**config.mk**
```make
export PLATFORM = sky130hd
export DESIGN_NAME = atan2p_horner_cell
export DESIGN_NICKNAME = d
export VERILOG_FILES = /design/src/hdl/atan2p_pkg.sv /design/src/hdl/atan2p_horner_cell.sv
export SDC_FILE = /design/constraint.sdc
export NUM_CORES = 1
export LEC_CHECK = 0
export ABC_CLOCK_PERIOD_IN_PS = 800
export BUFFER_PORTS_ARGS = -buffer_cell sky130_fd_sc_hd__buf_2
export CORE_MARGIN = 2
export CORE_UTILIZATION = 55
export DETAILED_ROUTE_END_ITERATION = 10
export PLACE_DENSITY_LB_ADDON = 0.1
export SLEW_MARGIN = 40
export SYNTH_ARGS = -nofsm -noshare
export SYNTH_HDL_FRONTEND = slang
export SYNTH_SLANG_ARGS = --single-unit
export TNS_END_PERCENT = 1
```
**constraint.sdc**
```tcl
create_clock -name clk -period 0.8 [get_ports clk]
set_input_delay 0.16 -clock clk [delete_from_list [all_inputs] [get_ports clk]]
set_output_delay 0.16 -clock clk [all_outputs]
set_load 0.1 [all_outputs]
```
**src/hdl/atan2p_pkg.sv**
```systemverilog
// shared types and constants for the atan2 angle pipeline
`timescale 1ns / 1ps
package atan2p_pkg;

    localparam int RATIO_BITS  = 16;
    localparam int ACC_BITS    = 18;
    localparam int HORNER_CELLS = 5;
    localparam int ANGLE_BITS  = 16;
    localparam int LATENCY     = 25;

    localparam logic signed [ANGLE_BITS-1:0] Q13_HALF_PI = 16'sd12868;
    localparam logic signed [ANGLE_BITS-1:0] Q13_PI      = 16'sd25736;
    localparam logic signed [ACC_BITS-1:0]   COEF_LEAD   = -18'sd883;

    typedef struct packed {
        logic valid;
        logic steep;
        logic xneg;
        logic yneg;
        logic zero;
        logic sat;
    } ctl_t;

    function automatic logic signed [ACC_BITS-1:0] horner_coef(input int idx);
        logic signed [ACC_BITS-1:0] c;
        case (idx)
            0:       c = 18'sd3767;
            1:       c = -18'sd7946;
            2:       c = 18'sd12821;
            3:       c = -18'sd21823;
            4:       c = 18'sd65536;
            default: c = '0;
        endcase
        return c;
    endfunction

endpackage

```
**src/hdl/atan2p_horner_cell.sv**
```systemverilog
// one horner step: acc * s floored to q.16 plus the next coefficient
`timescale 1ns / 1ps
module atan2p_horner_cell
    import atan2p_pkg::*;
#(
    parameter int STEP = 0
) (
    input  logic                       clk,
    input  logic                       rst_n,
    input  ctl_t                       ctl_in,
    input  logic signed [ACC_BITS-1:0] acc_in,
    input  logic [RATIO_BITS-1:0]      sq_in,
    input  logic [RATIO_BITS-1:0]      r_in,
    output ctl_t                       ctl_out,
    output logic signed [ACC_BITS-1:0] acc_out,
    output logic [RATIO_BITS-1:0]      sq_out,
    output logic [RATIO_BITS-1:0]      r_out
);

    logic signed [ACC_BITS+RATIO_BITS:0] prod;
    logic signed [ACC_BITS+RATIO_BITS:0] prod_sh;
    logic signed [ACC_BITS-1:0]          acc_next;
    logic                                valid_reg;
    ctl_t                                ctl_reg;
    logic signed [ACC_BITS-1:0]          acc_reg;
    logic [RATIO_BITS-1:0]               sq_reg;
    logic [RATIO_BITS-1:0]               r_reg;

    always_comb
    begin
        prod     = acc_in * $signed({1'b0, sq_in});
        prod_sh  = prod >>> RATIO_BITS;
        acc_next = prod_sh[ACC_BITS-1:0] + horner_coef(STEP);
    end

    always_ff @(posedge clk or negedge rst_n)
    begin
        if (!rst_n)
        begin
            valid_reg <= 1'b0;
        end
        else
        begin
            valid_reg <= ctl_in.valid;
        end
    end

    always_ff @(posedge clk)
    begin
        ctl_reg <= ctl_in;
        acc_reg <= acc_next;
        sq_reg  <= sq_in;
        r_reg   <= r_in;
    end

    always_comb
    begin
        ctl_out       = ctl_reg;
        ctl_out.valid = valid_reg;
    end

    assign acc_out = acc_reg;
    assign sq_out  = sq_reg;
    assign r_out   = r_reg;

endmodule

```
; Yosys cells after proc, flatten, opt, wreduce, memory -nomap -nowiden
; Index checks and enable logic that the tools add are counted.
[totals]
inputBits = 58
output_inout_bits = 56
reg_bits = 56
elab_cells = 11
[op_classes]
addsub = 1
mul = 1
[op_table]
columns = operator, count
row1 = 18-bit by 17-bit multiplier with 34-bit output, 1
row2 = "18-bit by 12-bit adder with 18-bit output, second input constant", 1

; Longest topological paths before layout
; Gate-level depths: netlist (run 1).
[depth]
depth_word = 2
mapped_depth = 27
ltp_nobuf = 25

; Least setup slack after synthesis (run 1)
; OpenSTA, ideal clock, no wires.
[synth_timing]
path_type = in2reg
startpoint = input sq_in[2]
endpoint = register acc_reg[17] (netlist: acc_out[17])
n_path_buf = 2
required_ns = 0.679
stages = 26
t_arrival_ns = 6.356
slack_ns = -5.677
setup_time_ns = 0.121
cell_sequence = clkbuf_1 -> nand2_1 -> inv_1 -> fa_1 -> inv_1 -> fa_1 -> inv_1 -> fa_1 -> fa_1 -> fa_1 -> inv_1 -> fa_1 -> inv_1 -> ha_1 -> clkbuf_1 -> and3_1 -> and2_1 -> nor2_1 -> mux2_2 -> a31oi_1 -> nand3_1 -> nor2_1 -> o21ai_2 -> or4b_1 -> nand3_1 -> xnor2_1
[synth_via]
elab_chain_cells = 2
[synth_rtl]
columns = element, line_no
row1 = from (decl), atan2p_horner_cell.sv:12  ; input logic [RATIO_BITS-1:0] sq_in,
row2 = 18-bit by 17-bit multiplier with 34-bit output, atan2p_horner_cell.sv:31  ; prod = acc_in * $signed({1'b0, sq_in});
row3 = 18-bit by 12-bit adder with 18-bit output, atan2p_horner_cell.sv:33  ; acc_next = prod_sh[ACC_BITS-1:0] + horner_coef(STEP);
row4 = via acc_next[17], atan2p_horner_cell.sv:22  ; logic signed [ACC_BITS-1:0] acc_next;
row5 = to (signal assigned), atan2p_horner_cell.sv:51  ; acc_reg <= acc_next;
row6 = to (decl), atan2p_horner_cell.sv:25  ; logic signed [ACC_BITS-1:0] acc_reg;
; The timed path passes the listed nets, and every way through them passes these cells.

; Worst setup path after layout (run 1)
[layout_timing]
startpoint = input acc_in[12]
endpoint = register acc_reg[17] (netlist: acc_out[17])
[layout_via]
elab_chain_cells = 2
[layout_rtl]
columns = element, line_no
row1 = from (decl), atan2p_horner_cell.sv:11  ; input logic signed [ACC_BITS-1:0] acc_in,
row2 = 18-bit by 17-bit multiplier with 34-bit output, atan2p_horner_cell.sv:31
row3 = 18-bit by 12-bit adder with 18-bit output, atan2p_horner_cell.sv:33
row4 = via acc_next[17], atan2p_horner_cell.sv:22
; The timed path passes the listed nets, and every way through them passes these cells.

==> flow_summary.json, run 1 <==
{
  "outcome": "finished with violations",
  "violations": "setup timing",
  "synth_top_area_cell": "fa_1",
  "htreeDepth": 2,
  "clockBufferDepth": 2,
  "tns_ns": -96.13,
  "synth_xor_area_share_pct": 2.95,
  "synth_area_leaders": "fa_1 46%, inv_1 10%, dfxtp_1 8.9%, ha_1 8.6%, and2_1 7.4%",
  "finalCriticalPeriod_ns": 6.09,
  "yosysTopAreaCellShare_pct": 46.1,
  "cp-end-kind": "register",
  "synthFlopType": "dfxtp_1",
  "syn_inst": 1312,
  "vias": 9744,
  "holdWs_ns": 0.0113,
  "post-route-period-util_pct": 762,
  "synth_compound_area_share_pct": 6.58,
  "design.die.area_um2": 23800,
  "critPathKind": "primary input to register",
  "synth-simple-area-share_pct": 15.0,
  "layout-drive-gt1-share_pct": 29.8,
  "gp_congestion": 0.892,
  "antenna_found_initial": 2,
  "post_drt_wl_per_cell_um": 16.3,
  "async_flop_share_pct": 1.79,
  "required_ns": 1.04,
  "cts_num_sinks": 56,
  "coreArea_um2": 22000,
  "dr.pass1.iters": 4,
  "syn_nets": 1741,
  "finalMaxSlewViolations": 0,
  "dp_hpwl_mm": 26.0,
  "critPathSlowestCell": "or4b_1",
  "largest_reg_flops": 18,
  "start_util_pct": 56.5,
  "synth_seq_area_share_pct": 9.07,
  "critPathMostFrequentCell": "fa_1",
  "crit_path_max_fanout": 7,
  "cts-root-buf": "clkbuf_16",
  "tritoncts": "done",
  "synth_most_common_cell": "inv_1",
  "via_per_inst": 5.16,
  "cts_buffers": 5,
  "grt_pass1_vias": 11200,
  "cpPeakStageDelay_ns": 0.55,
  "worstMarginPinSlew_ns": 0.544,
  "finalSetupViolCount": 74,
  "synthAdderAreaFrac_pct": 54.7,
  "arrival_ns": 6.33,
  "first_iter_violations": 378,
  "final_nets": 2035,
  "grt_pass1_wl_mm": 53.2,
  "critPathTopFamily": "adder cells",
  "slew_headroom_pct": 63.4,
  "grt_start_max_net_pins": 21,
  "row_count": 54,
  "synth_cell_types": 72,
  "port_buffers": 113,
  "cp_cell_sequence": "buf_4, buf_4, and2_1, fa_1, inv_1, fa_1, fa_1, inv_1, fa_2, fa_1, inv_1, fa_1, inv_1, ha_4, and3_1, nand2_1, o31ai_4, xor2_2, a211oi_4, nor3b_4, o21ai_4, or4b_1, nand3_2, xnor2_2",
  "drc": 0,
  "rsz0062_at_grt": "yes",
  "ant_nets": 0,
  "dpl-instance-area_um2": 15600,
  "fin_area_um2": 16600,
  "grt.overflow.total": 0,
  "yosys-top-cells-count": "333 x inv_1, 286 x fa_1, 162 x nand2_1, 146 x and2_1, 85 x ha_1",
  "syn_to_final_growth_pct": 33.6,
  "crit_path_start_kind": "primary input",
  "ys_ff_latch": 56,
  "ios": 114,
  "wl_mm": 30.8,
  "cap_violations": 0,
  "clkTransAtPathRegs_ns": 0.10,
  "min_path_type": "primary input to register",
  "die_w_um": 154,
  "muxShareOfSynthArea_pct": 0.171,
  "path_buf_inv": 6,
  "ys_warn_count": 0,
  "avgSynthCellArea_um2": 9.46,
  "synth_top_family_by_area": "adder cells",
  "synth-edff-count": 0,
  "finalHoldViolCount": 0,
  "syn_area_um2": 12400,
  "worst_slack_ns": -5.29,
  "grtUsageTotal_pct": 28.3,
  "fmax_mhz": 164,
  "dieHeight_um": 154
}
final cells by class:
type | instances | area [um^2]
Tap cell | 280 | 350
Multi-Input combinational cell | 878 | 10300
Inverter | 333 | 1250
Clock inverter | 3 | 28.8
Sequential cell | 56 | 1190
Antenna cell | 1 | 2.50
Clock buffer | 5 | 125
Fill cell | 1596 | 5370
Timing Repair Buffer | 332 | 3290
logic make-up after synthesis:
group,Yosys count
AO/OA/AOI/OAI,102
XOR/XNOR,41
adder cells (fa/ha/maj),371
buffers and inverters,378
flip-flops,56
multiplexers,2
AND/OR/NAND/NOR,362
per-stage QoR:
step / setup WS (ns) / utilization [%] / cells
finish: -5.29 / 75.5 / 1888
global route: -5.47 / 75.5 / 1888
CTS: -5.21 / 74.5 / 1884
detailed placement: -5.69 / 71.0 / 1846
global placement: -5.61 / 71.0 / 1846
floorplan: -5.28 / - / 1312
placed cells by master, fill, tap and decap left out, drive strengths merged, types with 3 or more instances in the layout:
cell type,count
inv,336
buf,306
fa,286
nand2,162
and2,147
ha,85
dfxtp,55
xnor2,28
a21oi,26
dlygate4sd3,24
o21ai,14
nor2,13
xor2,13
a21o,10
o211ai,8
nand4,7
o21a,7
nand3,7
clkbuf,7
a211oi,6
and3,5
nor3,5
a31oi,4
o31ai,4
and4,3
path summary, 6_finish.rpt:
kind                            start                  end  slack [ns]  cells past startpoint
worst max-delay path       acc_in[12]  acc_out[17]$_DFF_P_       -5.29                     24
worst min-delay path         sq_in[3]    sq_out[3]$_DFF_P_        0.01                      1
max in group asynchronous       rst_n  valid_reg$_DFF_PN0_        0.55                      2
min in group asynchronous       rst_n  valid_reg$_DFF_PN0_        0.17                      2
repair_timing:
action	4_1_cts	5_1_grt
endpoints found under the hold margin	24	0
gates resized for setup	119	44
setup buffers	6	3
pin swaps	38	27
endpoints found under the setup margin	74	74
hold buffers	24	0
cloned	0	0
per-layer routing:
metal	track usage [%]	part of all wire [%]	vias to the layer above
met2	53.3	55	236
met4	11.2	4.0	0
met5	0	0	-
met3	4.09	4.2	83
li1	-	-	4463
met1	32.4	37	4962
Power of run 1 is not shown: default switching activity piles up to over one toggle a cycle in this logic, so the estimate is an artifact.
==> run 2, diff against run 1 <==
Settings changed: ABC_AREA set to 1.
==> flow_summary.json, run 2 <==
{
  "min_path_type": "primary input to register",
  "crit_path_start_kind": "primary input",
  "yosysTopAreaCellShare_pct": 42.2,
  "mostFrequentLayoutCells": "562 x inv_1, 480 x nand2_1, 270 x fa_1",
  "drc": 0,
  "grt_pass1_vias": 12500,
  "critPathKind": "primary input to register",
  "largest_reg_flops": 18,
  "coreArea_um2": 24200,
  "cts-root-buf": "clkbuf_16",
  "violations": "setup timing",
  "row_count": 57,
  "ios": 114,
  "regArea_um2": 1190,
  "rsz0062_at_grt": "yes",
  "dp_hpwl_mm": 29.3,
  "port_buffers": 113,
  "final_nets": 2514,
  "syn_inst": 1795,
  "synth_area_leaders": "fa_1 42%, inv_1 16%, nand2_1 14%, dfxtp_1 8.1%, ha_1 7.8%",
  "syn_area_um2": 13600,
  "grt.overflow.total": 0,
  "ys_ff_latch": 56,
  "start_util_pct": 55.9,
  "cp-endpoint": "acc_out[15]$_DFF_P_",
  "synthFlopType": "dfxtp_1",
  "syn_to_final_growth_pct": 33.3,
  "finalHoldViolCount": 0,
  "required_ns": 1.01,
  "clkTransAtPathRegs_ns": 0.10,
  "cts_buffers": 5,
  "finalMaxSlewViolations": 0,
  "grt_pass1_wl_mm": 58.7,
  "worstMarginPinSlew_ns": 0.311,
  "fmax_mhz": 187,
  "syn_nets": 2224,
  "slew_headroom_pct": 79.3,
  "cp-end-kind": "register",
  "synth_seq_area_share_pct": 8.30,
  "layout-drive-gt1-share_pct": 27.9,
  "design.die.area_um2": 25900,
  "ys_warn_count": 0,
  "async_flop_share_pct": 1.79,
  "gp_congestion": 0.904,
  "synth_cell_types": 36,
  "finalSetupViolCount": 74,
  "die_w_um": 161,
  "yosys-top-cells-count": "575 x inv_1, 521 x nand2_1, 286 x fa_1, 85 x ha_1, 63 x clkbuf_1",
  "nFillCells": 1853,
  "synth_top_area_cell": "fa_1",
  "htreeDepth": 2,
  "ant_nets": 0,
  "multi_input_area_um2": 10700,
  "insertedDiodeCount": 0,
  "cap_violations": 0,
  "avgSynthCellArea_um2": 7.56,
  "clockBufferDepth": 2,
  "grt_start_max_net_pins": 20,
  "synth_most_common_cell": "inv_1",
  "cts_num_sinks": 56,
  "vias": 11400,
  "tritoncts": "done",
  "outcome": "finished with violations",
  "dieHeight_um": 161,
  "crit_start": "sq_in[3]",
  "post_drt_wl_per_cell_um": 14.1,
  "dr.pass1.iters": 5,
  "grtUsageTotal_pct": 28.4,
  "finalCriticalPeriod_ns": 5.34,
  "first_iter_violations": 572,
  "final_common_cell": "inv_1",
  "arrival_ns": 5.55,
  "wl_mm": 34.1,
  "dp_slack_ns": -4.94,
  "via_per_inst": 4.74,
  "holdWs_ns": 0.0146,
  "post-route-period-util_pct": 667,
  "crit_path_max_fanout": 10,
  "synth-edff-count": 0,
  "antenna_found_initial": 0,
  "worst_slack_ns": -4.54
}
==> run 2: changes by cell type in the layout (fill, tap and decap cells not counted), sizes merged, moves of 10 or more <==
| cell | previous run | this run |
|---|---|---|
| nand2 | 162 | 549 |
| inv | 336 | 585 |
| and2 | 147 | 2 |
| nor2 | 13 | 52 |
| nand3 | 7 | 37 |
| buf | 306 | 323 |
| xnor2 | 28 | 14 |
| a21o | 10 | 0 |
==> run 2: metal layers <==
layer  vias to the layer above  part of all wire, %  global-route usage [%]
li1                       5516                    -                       -
met1                      5562                   38                    33.4
met2                       279                   55                    54.8
met3                        59                  4.6                    3.21
met4                         0                  2.6                    7.95
met5                         -                    0                       0
==> run 2: how the worst min path moves through the flow <==
stage / end / startpoint / slack [ns] / depth (start not counted)
3_3_place_gp: valid_reg$_DFF_PN0_ / rst_n / -0.07 / 1
5_1_grt: sq_out[5]$_DFF_P_ / sq_in[5] / 0.003 / 1
4_1_cts: sq_out[5]$_DFF_P_ / sq_in[5] / 0.02 / 1
2_1_floorplan: valid_reg$_DFF_PN0_ / rst_n / -0.14 / 0
3_5_place_dp: valid_reg$_DFF_PN0_ / rst_n / -0.06 / 1
6_report: sq_out[5]$_DFF_P_ / sq_in[5] / 0.01 / 1
==> run 2: final cells by class <==
type,count,area share [%]
multi-input cells,1088,59.1
repair buffers,350,19.0
clock buffers,5,0.692
well taps,324,2.24
clock inverters,3,0.152
inverters,584,12.1
flip-flops and latches,56,6.60
==> run 2: stage by stage <==
stage | setup TNS [ns] | instance area (um^2) | instances | util, %
after global placement | -84.20 | 17000 | 2358 | 70.1
after floorplan | -92.38 | 14200 | 1795 | -
after CTS | -89.03 | 17700 | 2396 | 72.9
after global routing | -93.82 | 18100 | 2410 | 74.6
after detailed placement | -85.46 | 17000 | 2358 | 70.1
final | -88.68 | 18100 | 2410 | 74.6
==> run 2: cells by family after synthesis <==
| family | count (synthesis) | share of synthesized area [%] |
|---|---|---|
| buffers and inverters | 651 | 18.0 |
| xor gates and xnor gates | 23 | 1.48 |
| adders and majority gates | 371 | 50.0 |
| and+or+nand+nor | 661 | 20.7 |
| DFF | 56 | 8.30 |
| AOI/OAI and AO/OA | 33 | 1.41 |
==> run 2: what timing repair did <==
item / 4_1_cts / 5_1_grt
endpoints found under the setup margin: 74 / 74
pin swaps: 24 / 52
hold buffers: 23 / 0
setup buffers: 7 / 14
hold endpoints to repair: 23 / 0
resized for setup: 115 / 82
==> run 2: critical path, stage by stage <==
cell     delay (ns)
buf_6          0.13
nand2_4        0.08
inv_1          0.06
fa_2           0.63
buf_4          0.14
fa_1           0.43
fa_1           0.47
fa_1           0.53
fa_1           0.50
inv_1          0.05
fa_1           0.47
inv_1          0.04
ha_1           0.32
nand2_1        0.15
inv_1          0.08
nand2_1        0.07
nand3_1        0.14
nand2_1        0.11
and2_1         0.16
nand3_2        0.10
nand2_1        0.08
nand2_2        0.09
nor2_2         0.12
inv_1          0.09
nor2_1         0.12
nand2_1        0.09
nand3_1        0.09
nand2_1        0.05
Power of run 2 is left out for the same reason.
