## config.mk

```make
export PLATFORM = sky130hd
export DESIGN_NAME = atan2p_div_cell
export DESIGN_NICKNAME = d
export VERILOG_FILES = /design/src/hdl/atan2p_pkg.sv /design/src/hdl/atan2p_div_cell.sv
export SDC_FILE = /design/constraint.sdc
export NUM_CORES = 1
export LEC_CHECK = 0
export ABC_AREA = 1
export BUFFER_PORTS_ARGS = -buffer_cell sky130_fd_sc_hd__buf_2
export CAP_MARGIN = 30
export CORE_MARGIN = 1
export CORE_UTILIZATION = 30
export DETAILED_ROUTE_END_ITERATION = 10
export GPL_TIMING_DRIVEN = 1
export PLACE_DENSITY_LB_ADDON = 0.15
export SKIP_LAST_GASP = 1
export SLEW_MARGIN = 20
export SYNTH_ARGS = -nofsm -noshare
export SYNTH_HDL_FRONTEND = slang
export SYNTH_SLANG_ARGS = --single-unit
```

## constraint.sdc

```tcl
create_clock -name clk -period 0.8 [get_ports clk]
set_input_delay 0.16 -clock clk [delete_from_list [all_inputs] [get_ports clk]]
set_output_delay 0.16 -clock clk [all_outputs]
set_load 0.01 [all_outputs]
```

## src/hdl/atan2p_pkg.sv

```systemverilog
// shared types and constants for the atan2 angle pipeline
`timescale 1ns / 1ps
package atan2p_pkg;

    localparam int RATIO_BITS  = 16;
    localparam int ACC_BITS    = 18;
    localparam int HORNER_CELLS = 5;
    localparam int ANGLE_BITS  = 16;
    localparam int LATENCY     = 25;

    localparam logic signed [ANGLE_BITS-1:0] Q13_HALF_PI = 16'sd12868;
    localparam logic signed [ANGLE_BITS-1:0] Q13_PI      = 16'sd25736;
    localparam logic signed [ACC_BITS-1:0]   COEF_LEAD   = -18'sd883;

    typedef struct packed {
        logic valid;
        logic steep;
        logic xneg;
        logic yneg;
        logic zero;
        logic sat;
    } ctl_t;

    function automatic logic signed [ACC_BITS-1:0] horner_coef(input int idx);
        logic signed [ACC_BITS-1:0] c;
        case (idx)
            0:       c = 18'sd3767;
            1:       c = -18'sd7946;
            2:       c = 18'sd12821;
            3:       c = -18'sd21823;
            4:       c = 18'sd65536;
            default: c = '0;
        endcase
        return c;
    endfunction

endpackage

```

## src/hdl/atan2p_div_cell.sv

```systemverilog
// one restoring division cell, one quotient bit per cycle
`timescale 1ns / 1ps
module atan2p_div_cell
    import atan2p_pkg::*;
#(
    parameter int COORD_WIDTH = 16
) (
    input  logic                   clk,
    input  logic                   rst_n,
    input  ctl_t                   ctl_in,
    input  logic [COORD_WIDTH-1:0] rem_in,
    input  logic [COORD_WIDTH-1:0] big_in,
    input  logic [RATIO_BITS-1:0]  quo_in,
    output ctl_t                   ctl_out,
    output logic [COORD_WIDTH-1:0] rem_out,
    output logic [COORD_WIDTH-1:0] big_out,
    output logic [RATIO_BITS-1:0]  quo_out
);

    logic [COORD_WIDTH:0]   rem2;
    logic [COORD_WIDTH:0]   diff;
    logic                   ge;
    logic [COORD_WIDTH-1:0] rem_next;
    logic                   valid_reg;
    ctl_t                   ctl_reg;
    logic [COORD_WIDTH-1:0] rem_reg;
    logic [COORD_WIDTH-1:0] big_reg;
    logic [RATIO_BITS-1:0]  quo_reg;

    always_comb
    begin
        rem2     = {rem_in, 1'b0};
        diff     = rem2 - {1'b0, big_in};
        ge       = rem2 >= {1'b0, big_in};
        rem_next = ge ? diff[COORD_WIDTH-1:0] : rem2[COORD_WIDTH-1:0];
    end

    always_ff @(posedge clk or negedge rst_n)
    begin
        if (!rst_n)
        begin
            valid_reg <= 1'b0;
        end
        else
        begin
            valid_reg <= ctl_in.valid;
        end
    end

    always_ff @(posedge clk)
    begin
        ctl_reg <= ctl_in;
        rem_reg <= rem_next;
        big_reg <= big_in;
        quo_reg <= {quo_in[RATIO_BITS-2:0], ge};
    end

    always_comb
    begin
        ctl_out       = ctl_reg;
        ctl_out.valid = valid_reg;
    end

    assign rem_out = rem_reg;
    assign big_out = big_reg;
    assign quo_out = quo_reg;

endmodule

```

======== Word-level counts from Yosys, hierarchy flattened ========
Cells that the tools add are included.
cells by class
  add/sub/neg operators ................... 1
  multipliers ............................. 0
  div/mod/pow operators ................... 0
  $lt $le $gt $ge ......................... 1
  equal/unequal tests ..................... 0
  shifts and indexed selects .............. 0
  multiplexer cells ....................... 1
  bitwise logic cells ..................... 0
  reduce and logical (&&, ||, !) cells .... 0
operators with widths
  operator                        count
  >= comparator 17 x 16 -> 1 bit  1
  two-way mux 16 bit              1
  subtractor 16 bit               1
word-level totals
  register bits after elaboration ......... 54
  bits in latches ......................... 0
  memory bits (writable) .................. 0
  memory bits (read-only) ................. 0
  output and inout port bits .............. 54
  word-level logic and storage cells ...... 13
  memories ................................ 0

======== Longest topological paths before layout ========
Gate-level depths: netlist of run 1.
  depth in word-level cells ............... 2
  depth in mapped cells ................... 15
  mapped depth without buffers ............ 13

======== Worst setup path before layout of run 1 ========
Ideal clock, no wire load.
  kind .................................... input-to-reg
  start ................................... input port big_in[2]
  end ..................................... register rem_reg[13], in the netlist rem_out[13]
  library setup time ...................... 0.113 ns
  arrival time ............................ 1.374 ns
  slack ................................... -0.687 ns
  stages .................................. 13
  buffers on the path ..................... 2
  cell sequence ........................... inv_1 > ha_1 > buf_2 > nand2_1 > nor2_2 > nand3_2 > nand3_2 > nand2_2 > nand2_4 > inv_4 > buf_6 > nand2_2 > nand2_1
on the way
  word-level cells in the longest chain between the ends .. 2
ends and longest elaborated chain
  item                                                                 RTL line                                      source
  start, declared                                                      atan2p_div_cell.sv:12                         input logic [COORD_WIDTH-1:0] big_in,
  subtractor 16 bit or >= comparator 17 x 16 -> 1 bit (tied branches)  atan2p_div_cell.sv:33, atan2p_div_cell.sv:34
  two-way mux 16 bit *                                                 atan2p_div_cell.sv:35                         rem_next = ge ? diff[COORD_WIDTH-1:0] : rem2[COORD_WIDTH-1:0];
  net rem_next[13]                                                     atan2p_div_cell.sv:23                         logic [COORD_WIDTH-1:0] rem_next;
  end signal, assigned                                                 atan2p_div_cell.sv:53                         rem_reg <= rem_next;
  end, declared                                                        atan2p_div_cell.sv:26                         logic [COORD_WIDTH-1:0] rem_reg;
The timed path passes the listed nets; every way through them passes the cells marked *.
A chain may end at the register's enable or synchronous reset.

======== Worst setup path after layout of run 1 ========
  start ................................... input port rem_in[11]
  end ..................................... register rem_reg[15], in the netlist rem_out[15]
on the way
  word-level cells in the longest chain between the ends .. 2
ends and longest elaborated chain
  item                                                                 RTL line                                      source
  start, declared                                                      atan2p_div_cell.sv:11                         input logic [COORD_WIDTH-1:0] rem_in,
  subtractor 16 bit or >= comparator 17 x 16 -> 1 bit (tied branches)  atan2p_div_cell.sv:33, atan2p_div_cell.sv:34
  two-way mux 16 bit *                                                 atan2p_div_cell.sv:35
  net rem_next[15]                                                     atan2p_div_cell.sv:23
Marks and branches as above.

==> results of run 1 <==
-- cell families after synthesis --
logic type | Yosys count | synth area share (%)
buffers and inverters | 60 | 10.2
AO/OA/AOI/OAI | 11 | 2.27
XOR/XNOR | 7 | 2.53
flip-flops | 54 | 44.9
AND/OR/NAND/NOR | 166 | 31.0
adder cells (fa/ha/maj) | 17 | 9.10
-- final cells by class --
class / instances / area [um^2]
Inverter: 56 / 243
Timing Repair Buffer: 206 / 1650
Sequential cell: 54 / 1110
Tap cell: 102 / 128
Multi-Input combinational cell: 201 / 1510
Fill cell: 697 / 3030
Clock inverter: 2 / 16.3
Clock buffer: 6 / 82.6
-- routing by layer --
metal,GRT usage (%),vias up,wire [um]
li1,-,1368,-
met4,4.95,0,81
met3,3.32,7,417
met1,20.5,1194,3220
met5,0,-,0
met2,32.1,86,3660
-- worst paths after layout --
| path | slack [ns] | from | endpoint | cells after the start |
|---|---|---|---|---|
| setup / recovery | -0.44 | rem_in[11] | rem_out[15] | 13 |
| hold / removal | 0.03 | rem_in[1] | rem_out[2] | 3 |
| max in group asynchronous | 0.57 | rst_n | valid_reg | 2 |
| min in group asynchronous | 0.15 | rst_n | valid_reg | 2 |
-- per-stage QoR --
stage	cells	setup WS (ns)	hold slack, ns	cell area, um^2	setup TNS [ns]
2_1_floorplan	315	-0.635	-0.136	2620	-9.92
3_3_place_gp	569	-0.855	-0.0647	3600	-14.00
3_5_place_dp	569	-0.882	-0.0627	3600	-14.53
4_1_cts	625	-0.378	0.0217	4500	-12.88
5_1_grt	627	-0.475	0.0317	4730	-15.70
6_report	627	-0.440	0.0310	4730	-13.10
-- cell usage after synthesis, drive strengths merged --
library cell	instances
inv	56
nand4	5
buf	4
xor2	5
and2	4
nand3b	3
dfrtp	1
nand2	118
fa	1
dfxtp	53
nor2	15
o21ai	1
xnor2	2
nand3	18
a21oi	10
or2	1
ha	16
nor3	2
-- what timing repair did --
| item | in CTS | in global routing |
|---|---|---|
| gates resized for setup | 96 | 65 |
| pin swaps | 48 | 23 |
| hold buffers | 37 | 0 |
| endpoints found under the setup margin | 71 | 71 |
| endpoints found under the hold margin | 37 | 0 |
| buffers inserted | 11 | 2 |
-- worst max-delay path: cells and delay by family --
family,cells,cell delay [ns]
AND/OR/NAND/NOR,9,0.70
buffers and inverters,3,0.33
adder cells (fa/ha/maj),1,0.27
-- placed cells by master (no fill, tap or decap), types with 4 or more instances in the layout --
master and instances:
nand2_1 74, buf_2 69, buf_4 57, dfxtp_1 37, dlygate4sd3_1 37, buf_6 37
inv_1 36, nand2_2 34, ha_4 16, dfxtp_2 16, inv_2 13, nand2_4 10
nand3_2 9, nand3_1 9, a21oi_1 6, nor2_1 6, clkbuf_8 6, buf_8 6
inv_4 5, nor2_2 5, nand4_1 5, xor2_1 5, nor2_4 4, a21oi_2 4
-- power by group through the flow --
| stage | sequential, mW | clock [mW] | combinational (mW) |
|---|---|---|---|
| 2_1_floorplan | 3.21 | 0 | 0.910 |
| 3_3_place_gp | 3.07 | 0 | 1.93 |
| 3_5_place_dp | 3.07 | 0 | 1.95 |
| 4_1_cts | 3.01 | 1.77 | 2.43 |
| 5_1_grt | 3.07 | 1.88 | 2.89 |
| 6_report | 3.05 | 1.68 | 2.64 |
==> results_dict.tcl, run 1 <==
set metrics [dict create \
    maxCapViolCount 0 \
    nets 597 \
    die_width_um 91.8 \
    vias 2655 \
    cp-end-kind "flip-flop" \
    synth_area_leader_cell "dfxtp_1" \
    wirelength_um 7380 \
    final_core_util_pct 61.0 \
    ys_warn_count 0 \
    grt_setup_unrepaired "true" \
    antenna_left 0 \
    vias_per_cell 4.23 \
    grt_pass1_wl_um 11700 \
    area_growth_pct 95.7 \
    fin_crit_sh_pct 155 \
    slew_violations 0 \
    p_seq_share_pct 41.4 \
    irDropWorstVdd_mv 0.838 \
    n_antenna_cell 0 \
    p_switching_mw 2.27 \
    outcome "complete, but fails checks" \
    place.gp.congestion 0.894 \
    hold_violations 0 \
    drive_gt1_share_pct 57.1 \
    cts_max_level 2 \
    drc_errors 0 \
    yosysTopAreaCellShare_pct 43.8 \
    synth_area_per_cell_um2 7.68 \
    synth_area_um2 2420 \
    synth_seq_area_share_pct 44.9 \
    crit_top_cell "nand2_2" \
    min_period_ns 1.24 \
    swShare_pct 30.8 \
    io_buffers 108 \
    violations "setup timing" \
    worst_slew_pin_slew_ns 0.232 \
    power_density_nw_per_um2 1560 \
    antenna_found_initial 0 \
    grt.total_usage_pct 17.5 \
    slew_headroom_pct 84.5 \
    internal_power_mw 5.10 \
    hpwl_um 5190 \
    crit_type "input port to flip-flop" \
    cpPeakStageDelay_ns 0.27 \
    tritoncts "built" \
    cts_buffers 5 \
    grt_pass1_vias 2672 \
    arrival_ns 1.46 \
    syn_inst 315 \
    setup_viol 71 \
    max_freq_ghz 0.806 \
    worstPathRequired_ns 1.02 \
    synth-seq-cells 54 \
    critPathLaunchType "input port" \
    coreArea_um2 7770 \
    root_buffer "clkbuf_8" \
    path_max_fanout 7 \
    synth.distinct_cells 26 \
    fp.dieArea_um2 8430 \
    grt_max_degree 18 \
    path_clk_slew_ns 0.10 \
    synth_nets 388 \
    crit_chain "buf_2 > ha_4 > nand2_4 > inv_1 > nand2_2 > nand2_2 > nand2_2 > nand2_2 > nor2_2 > nand2_4 > buf_8 > nand3_2 > nand2_1" \
    worst_slack_ns -0.440 \
    comb_power_share_pct 35.9 \
    grt_overflow 0 \
    drt_pass1_iterations 4 \
    dieHeight_um 91.8 \
    pwr-share-clk_pct 22.7 \
    synthTopCellsByArea "dfxtp_1 44%, nand2_1 16%, inv_1 8.5%, ha_1 8.3%, nand3_1 3.3%" \
    start_util_pct 31.2 \
    io_pins 110 \
    hold_path.class "input port to flip-flop" \
    critPathSlowestCell "ha_4" \
    avgRoutedWirePerCell_um 11.8 \
    p_total_mw 7.37 \
    dr.first_iter.drc_count 46 \
    leakage_nw 2.41 \
    max-clock-path-buffers 2 \
    cts_sinks 54 \
    fp-row-count 32 \
]
Power figures use the tool's default switching activity.
==> run 2: changes to the inputs <==
--- a/config.mk
+++ b/config.mk
@@ -6,9 +6,8 @@
 export NUM_CORES = 1
 export LEC_CHECK = 0
-export ABC_AREA = 1
 export BUFFER_PORTS_ARGS = -buffer_cell sky130_fd_sc_hd__buf_2
 export CAP_MARGIN = 30
 export CORE_MARGIN = 1
-export CORE_UTILIZATION = 30
+export CORE_UTILIZATION = 41
 export DETAILED_ROUTE_END_ITERATION = 10
 export GPL_TIMING_DRIVEN = 1
==> constraint.sdc (replaced) <==
create_clock -name clk -period 0.8 [get_ports clk]
set_input_delay 0 -clock clk [delete_from_list [all_inputs] [get_ports clk]]
set_output_delay 0 -clock clk [all_outputs]
set_load 0.01 [all_outputs]
==> results_dict.tcl, run 2 <==
set metrics [dict create \
    outcome "complete, but fails checks" \
    nets 490 \
    root_buffer "clkbuf_8" \
    max-clock-path-buffers 2 \
    cp-end-kind "flip-flop" \
    critPathSlowestCell "or4_4" \
    cts_max_level 2 \
    grt_overflow 0 \
    cpPeakStageDelay_ns 0.48 \
    yosysMostFrequentCell "dfxtp_1" \
    fp.dieArea_um2 5650 \
    wirelength_um 6140 \
    place.gp.congestion 0.850 \
    min_period_ns 1.72 \
    cp_top_family "simple AND/OR/NAND/NOR gates" \
    dieHeight_um 75.2 \
    maxCapViolCount 0 \
    worst_slack_ns -0.918 \
    synth-edff-count 0 \
    drc_errors 0 \
    ys_warn_count 0 \
    crit_top_cell "ha_4" \
    syn_inst 206 \
    placedCellCount 427 \
    post-route-cell-area_um2 4040 \
    yosysTopAreaCellShare_pct 48.3 \
    synth_flop_cell "dfxtp_1" \
    final_cell_mix "102 x buf_2, 52 x dlygate4sd3_1, 45 x buf_4" \
    grt_setup_unrepaired "true" \
    synth_area_um2 2190 \
    grt_pass1_vias 2180 \
    synth_area_leader_cell "dfxtp_1" \
    leakage_nw 1.92 \
    dr.first_iter.drc_count 55 \
    synth-seq-cells 54 \
    grt_pass1_wl_um 9180 \
    crit_chain "buf_12 > inv_12 > ha_4 > ha_4 > nand4_1 > nor4_2 > or4_4 > o31a_1 > buf_6 > mux2_4" \
    dpl_cell_area_um2 3300 \
    path_clk_slew_ns 0.10 \
    die_width_um 75.2 \
    fin_setup_tns_ns -14.51 \
    worst_slew_pin_slew_ns 0.488 \
    preCtsSetupSlack_ns -1.38 \
    synth_seq_area_share_pct 49.5 \
    area_growth_pct 84.0 \
    grt_use_met3_pct 4.69 \
    critPathLaunchType "input port" \
    drive_gt1_share_pct 52.2 \
    hold_violations 0 \
    coreArea_um2 5140 \
    cts_sinks 54 \
    antenna_found_initial 0 \
    vias 2242 \
    mostFrequentLayoutCell "buf_2" \
    slew_violations 0 \
    worstPathRequired_ns 1.00 \
    io_buffers 108 \
    fin_cells 488 \
    final_core_util_pct 78.6 \
    synthTopCellsByArea "dfxtp_1 48%, ha_1 9.1%, mux2_4 4.8%, inv_1 3.4%, mux2_2 3.1%" \
    violations "setup timing" \
    hpwl_um 3900 \
    grtUsageMet1_pct 23.4 \
    avgRoutedWirePerCell_um 12.6 \
    hold_path.class "input port to flip-flop" \
    start_util_pct 42.7 \
    grt_max_degree 19 \
    grt_util_met2_pct 41.6 \
    grt.total_usage_pct 21.5 \
    synth.distinct_cells 43 \
    power_density_nw_per_um2 1690 \
    synth_area_per_cell_um2 10.7 \
    fillers 366 \
    fp-row-count 26 \
    synthArstFlopShare_pct 1.85 \
    fin_crit_sh_pct 215 \
    grt.busiest_layer "met2" \
    arrival_ns 1.92 \
    synth_nets 279 \
    setup_viol 18 \
    tritoncts "built" \
    antenna_left 0 \
    path_max_fanout 7 \
    n_antenna_cell 0 \
    path_buf_inv 3 \
    vias_per_cell 4.59 \
    drt_pass1_iterations 4 \
    yosys-top-cells-count "53 x dfxtp_1, 20 x inv_1, 16 x ha_1, 13 x a21oi_1, 13 x nor2_1" \
    slew_headroom_pct 67.3 \
    io_pins 110 \
    cts_buffers 5 \
    irDropWorstVdd_mv 0.920 \
    crit_type "input port to flip-flop" \
    max_freq_ghz 0.582 \
]
==> run 2: report_power, final <==
group	internal [mW]	switching [mW]	leakage, nW	total, mW
clock network	0.628	0.923	0.0408	1.55
registers	2.97	0.0634	0.459	3.04
logic	1.26	0.959	1.42	2.22
==> run 2: final cells by class <==
cell class	count	area (um^2)	share of cell area (%)
timing repair buffer	207	1470	36.3
multi-input combinational	129	1200	29.8
sequential	54	1100	27.2
inverter	20	90.1	2.23
tap	70	87.6	2.17
clock buffer	5	68.8	1.70
clock inverter	3	23.8	0.589
==> run 2: final timing paths <==
check / slack, ns / to / cells after the start / start
setup / recovery: -0.92 / rem_out[8] / 10 / big_in[1]
hold / removal: 0.08 / rem_out[1] / 3 / big_in[0]
max in group asynchronous: 0.15 / valid_reg / 3 / rst_n
min in group asynchronous: 0.54 / valid_reg / 3 / rst_n
==> run 2: cells by family (layout without fill, tap and decap cells) <==
family,Yosys count,after routing,synth area share (%)
DFF,54,54,49.5
and+or+nand+nor,47,47,11.3
AOI/OAI and AO/OA,41,41,11.6
buffers and inverters,23,235,5.19
adders and majority gates,17,17,10.0
muxes,14,14,8.32
xor gates and xnor gates,10,10,3.99
==> run 2: metrics by stage <==
step,hold WS (ns),total power [mW]
2_1_floorplan,-0.296,4.20
3_5_place_dp,-0.223,4.99
4_1_cts,0.0561,6.84
5_1_grt,0.0933,7.23
6_report,0.0802,6.81
3_3_place_gp,-0.226,4.96
==> run 2: timing repair <==
action	CTS	global route
setup endpoints to repair	18	28
endpoints found under the hold margin	52	0
buffers inserted	1	0
gates resized for setup	21	13
pin swaps	13	1
hold buffers	52	0
==> run 2: routing by layer <==
metal / up-vias / wire [um]
met2: 84 / 3160
met5: - / 0
met1: 1015 / 2480
met4: 0 / 73
li1: 1134 / -
met3: 9 / 422
==> run 2: worst min-delay path: stages <==
cell,delay [ns]
buf_2,0.12
fa_1,0.16
mux2i_1,0.06
==> run 3: changes to the inputs <==
- REMOVE_ABC_BUFFERS: unset -> 1
==> results_dict.tcl, run 3 (same netlist as run 2, synthesis figures left out) <==
set metrics [dict create \
    outcome "complete, but fails checks" \
    violations "setup timing" \
    grt_pass1_vias 2207 \
    root_buffer "clkbuf_8" \
    antenna_found_initial 0 \
    slew_violations 0 \
    max-clock-path-buffers 2 \
    n_antenna_cell 0 \
    avgRoutedWirePerCell_um 13.1 \
    p_total_mw 6.83 \
    start_util_pct 42.7 \
    die_width_um 75.2 \
    crit_chain "buf_8 > inv_4 > ha_4 > ha_4 > nand4_1 > nor4_2 > or4_4 > o31a_1 > buf_6 > mux2_4" \
    cts_buffers 5 \
    antenna_left 0 \
    cts_sinks 54 \
    fin_crit_sh_pct 215 \
    path_clk_slew_ns 0.10 \
    coreArea_um2 5140 \
    tritoncts "built" \
    grt_pass1_wl_um 9660 \
    io_buffers 108 \
    max_freq_ghz 0.580 \
    irDropWorstVdd_mv 1.05 \
    maxCapViolCount 0 \
    final_cell_mix "105 x buf_2, 55 x buf_4, 50 x dlygate4sd3_1" \
    path_max_fanout 8 \
    hold_path.class "input port to flip-flop" \
    fp.dieArea_um2 5650 \
    grt_overflow 0 \
    drc_errors 0 \
    worst_slack_ns -0.923 \
    setup_viol 18 \
    grt.total_usage_pct 22.8 \
    cts_max_level 2 \
    area_growth_pct 85.6 \
    grt_max_degree 17 \
    leakage_nw 1.97 \
    holdPathStages 4 \
    worst_slew_pin_slew_ns 0.418 \
    critPathLaunchType "input port" \
    arrival_ns 1.93 \
    vias_per_cell 4.58 \
    vias 2279 \
    final_core_util_pct 79.3 \
    crit_type "input port to flip-flop" \
    holdCritStartpoint "rem_in[12]" \
    io_pins 110 \
    dr.first_iter.drc_count 33 \
    hold_violations 0 \
    slew_headroom_pct 71.8 \
    crit_top_cell "ha_4" \
    dieHeight_um 75.2 \
    drive_gt1_share_pct 53.0 \
    min_to "rem_out[13]" \
    nets 500 \
    mostFrequentLayoutCell "buf_2" \
    critPathSlowestCell "or4_4" \
    cpPeakStageDelay_ns 0.48 \
    place.gp.congestion 0.807 \
    min_period_ns 1.72 \
    cp-end-kind "flip-flop" \
    grt_setup_unrepaired "true" \
    worstPathRequired_ns 1.00 \
    wirelength_um 6500 \
    fp-row-count 26 \
    drt_pass1_iterations 4 \
    hpwl_um 3960 \
    power_density_nw_per_um2 1680 \
]
[run 3: cell types whose count changed in the layout (fill, tap and decap cells not counted), moves of 2 or more]
cell and delta:
buf_4 +10, buf_2 +3, dlygate4sd3_1 -2, dfxtp_1 +2, clkinvlp_4 -2, dfxtp_2 -2
[run 3: metrics by stage]
stage	instance area [um^2]	hold slack (ns)	TNS [ns]	instances	setup slack [ns]
after floorplan	2160	-0.296	-20.78	203	-1.28
after global placement	3190	-0.226	-22.11	435	-1.35
after detailed placement	3190	-0.222	-22.43	435	-1.37
after CTS	4020	0.0284	-13.71	497	-0.861
after global routing	4070	0.0637	-15.53	498	-0.963
final	4070	0.0278	-14.84	498	-0.923
[run 3: what timing repair did]
action                                  4_1_cts  5_1_grt
endpoints found under the setup margin       18       26
cloned                                        0        0
gates resized for setup                      39       13
endpoints found under the hold margin        49        0
buffers inserted                              4        1
pin swaps                                     8        3
hold buffers                                 50        0
[run 3: power by group]
| group | leakage, nW | internal [mW] | switching (mW) |
|---|---|---|---|
| registers | 0.459 | 2.98 | 0.0762 |
| clock network | 0.0452 | 0.619 | 0.864 |
| logic | 1.47 | 1.31 | 0.988 |
| total | 1.97 | 4.90 | 1.93 |
[run 3: worst max-delay path by stage]
stage	from	cells past startpoint	end
finish	big_in[1]	10	rem_out[4]
floorplan	big_in[1]	8	rem_out[10]
detailed placement	rem_in[0]	9	rem_out[14]
global route	big_in[1]	10	rem_out[4]
global placement	rem_in[0]	9	rem_out[11]
CTS	rem_in[0]	9	rem_out[14]
[run 3: metal layers]
layer / vias to the layer above / part of all wire [%] / GRT usage [%]
met2: 87 / 51 / 44.5
li1: 1151 / - / -
met5: - / 0 / 0
met3: 8 / 7.4 / 5.62
met1: 1033 / 41 / 24.2
met4: 0 / 1.2 / 5.97
[run 3: critical path, delay by kind of cell]
kind	cells	cell delay, ns
muxes	1	0.29
and+or+nand+nor	3	0.61
adders and majority gates	2	0.35
AOI/OAI and AO/OA	1	0.36
buffers and inverters	3	0.32
[run 3: area by class of cell]
class / instances / area (um^2)
inverter: 20 / 77.6
clock buffer: 6 / 72.6
multi-input combinational: 129 / 1210
tap: 70 / 87.6
timing repair buffer: 217 / 1520
fill: 335 / 1070
clock inverter: 2 / 13.8
sequential: 54 / 1090
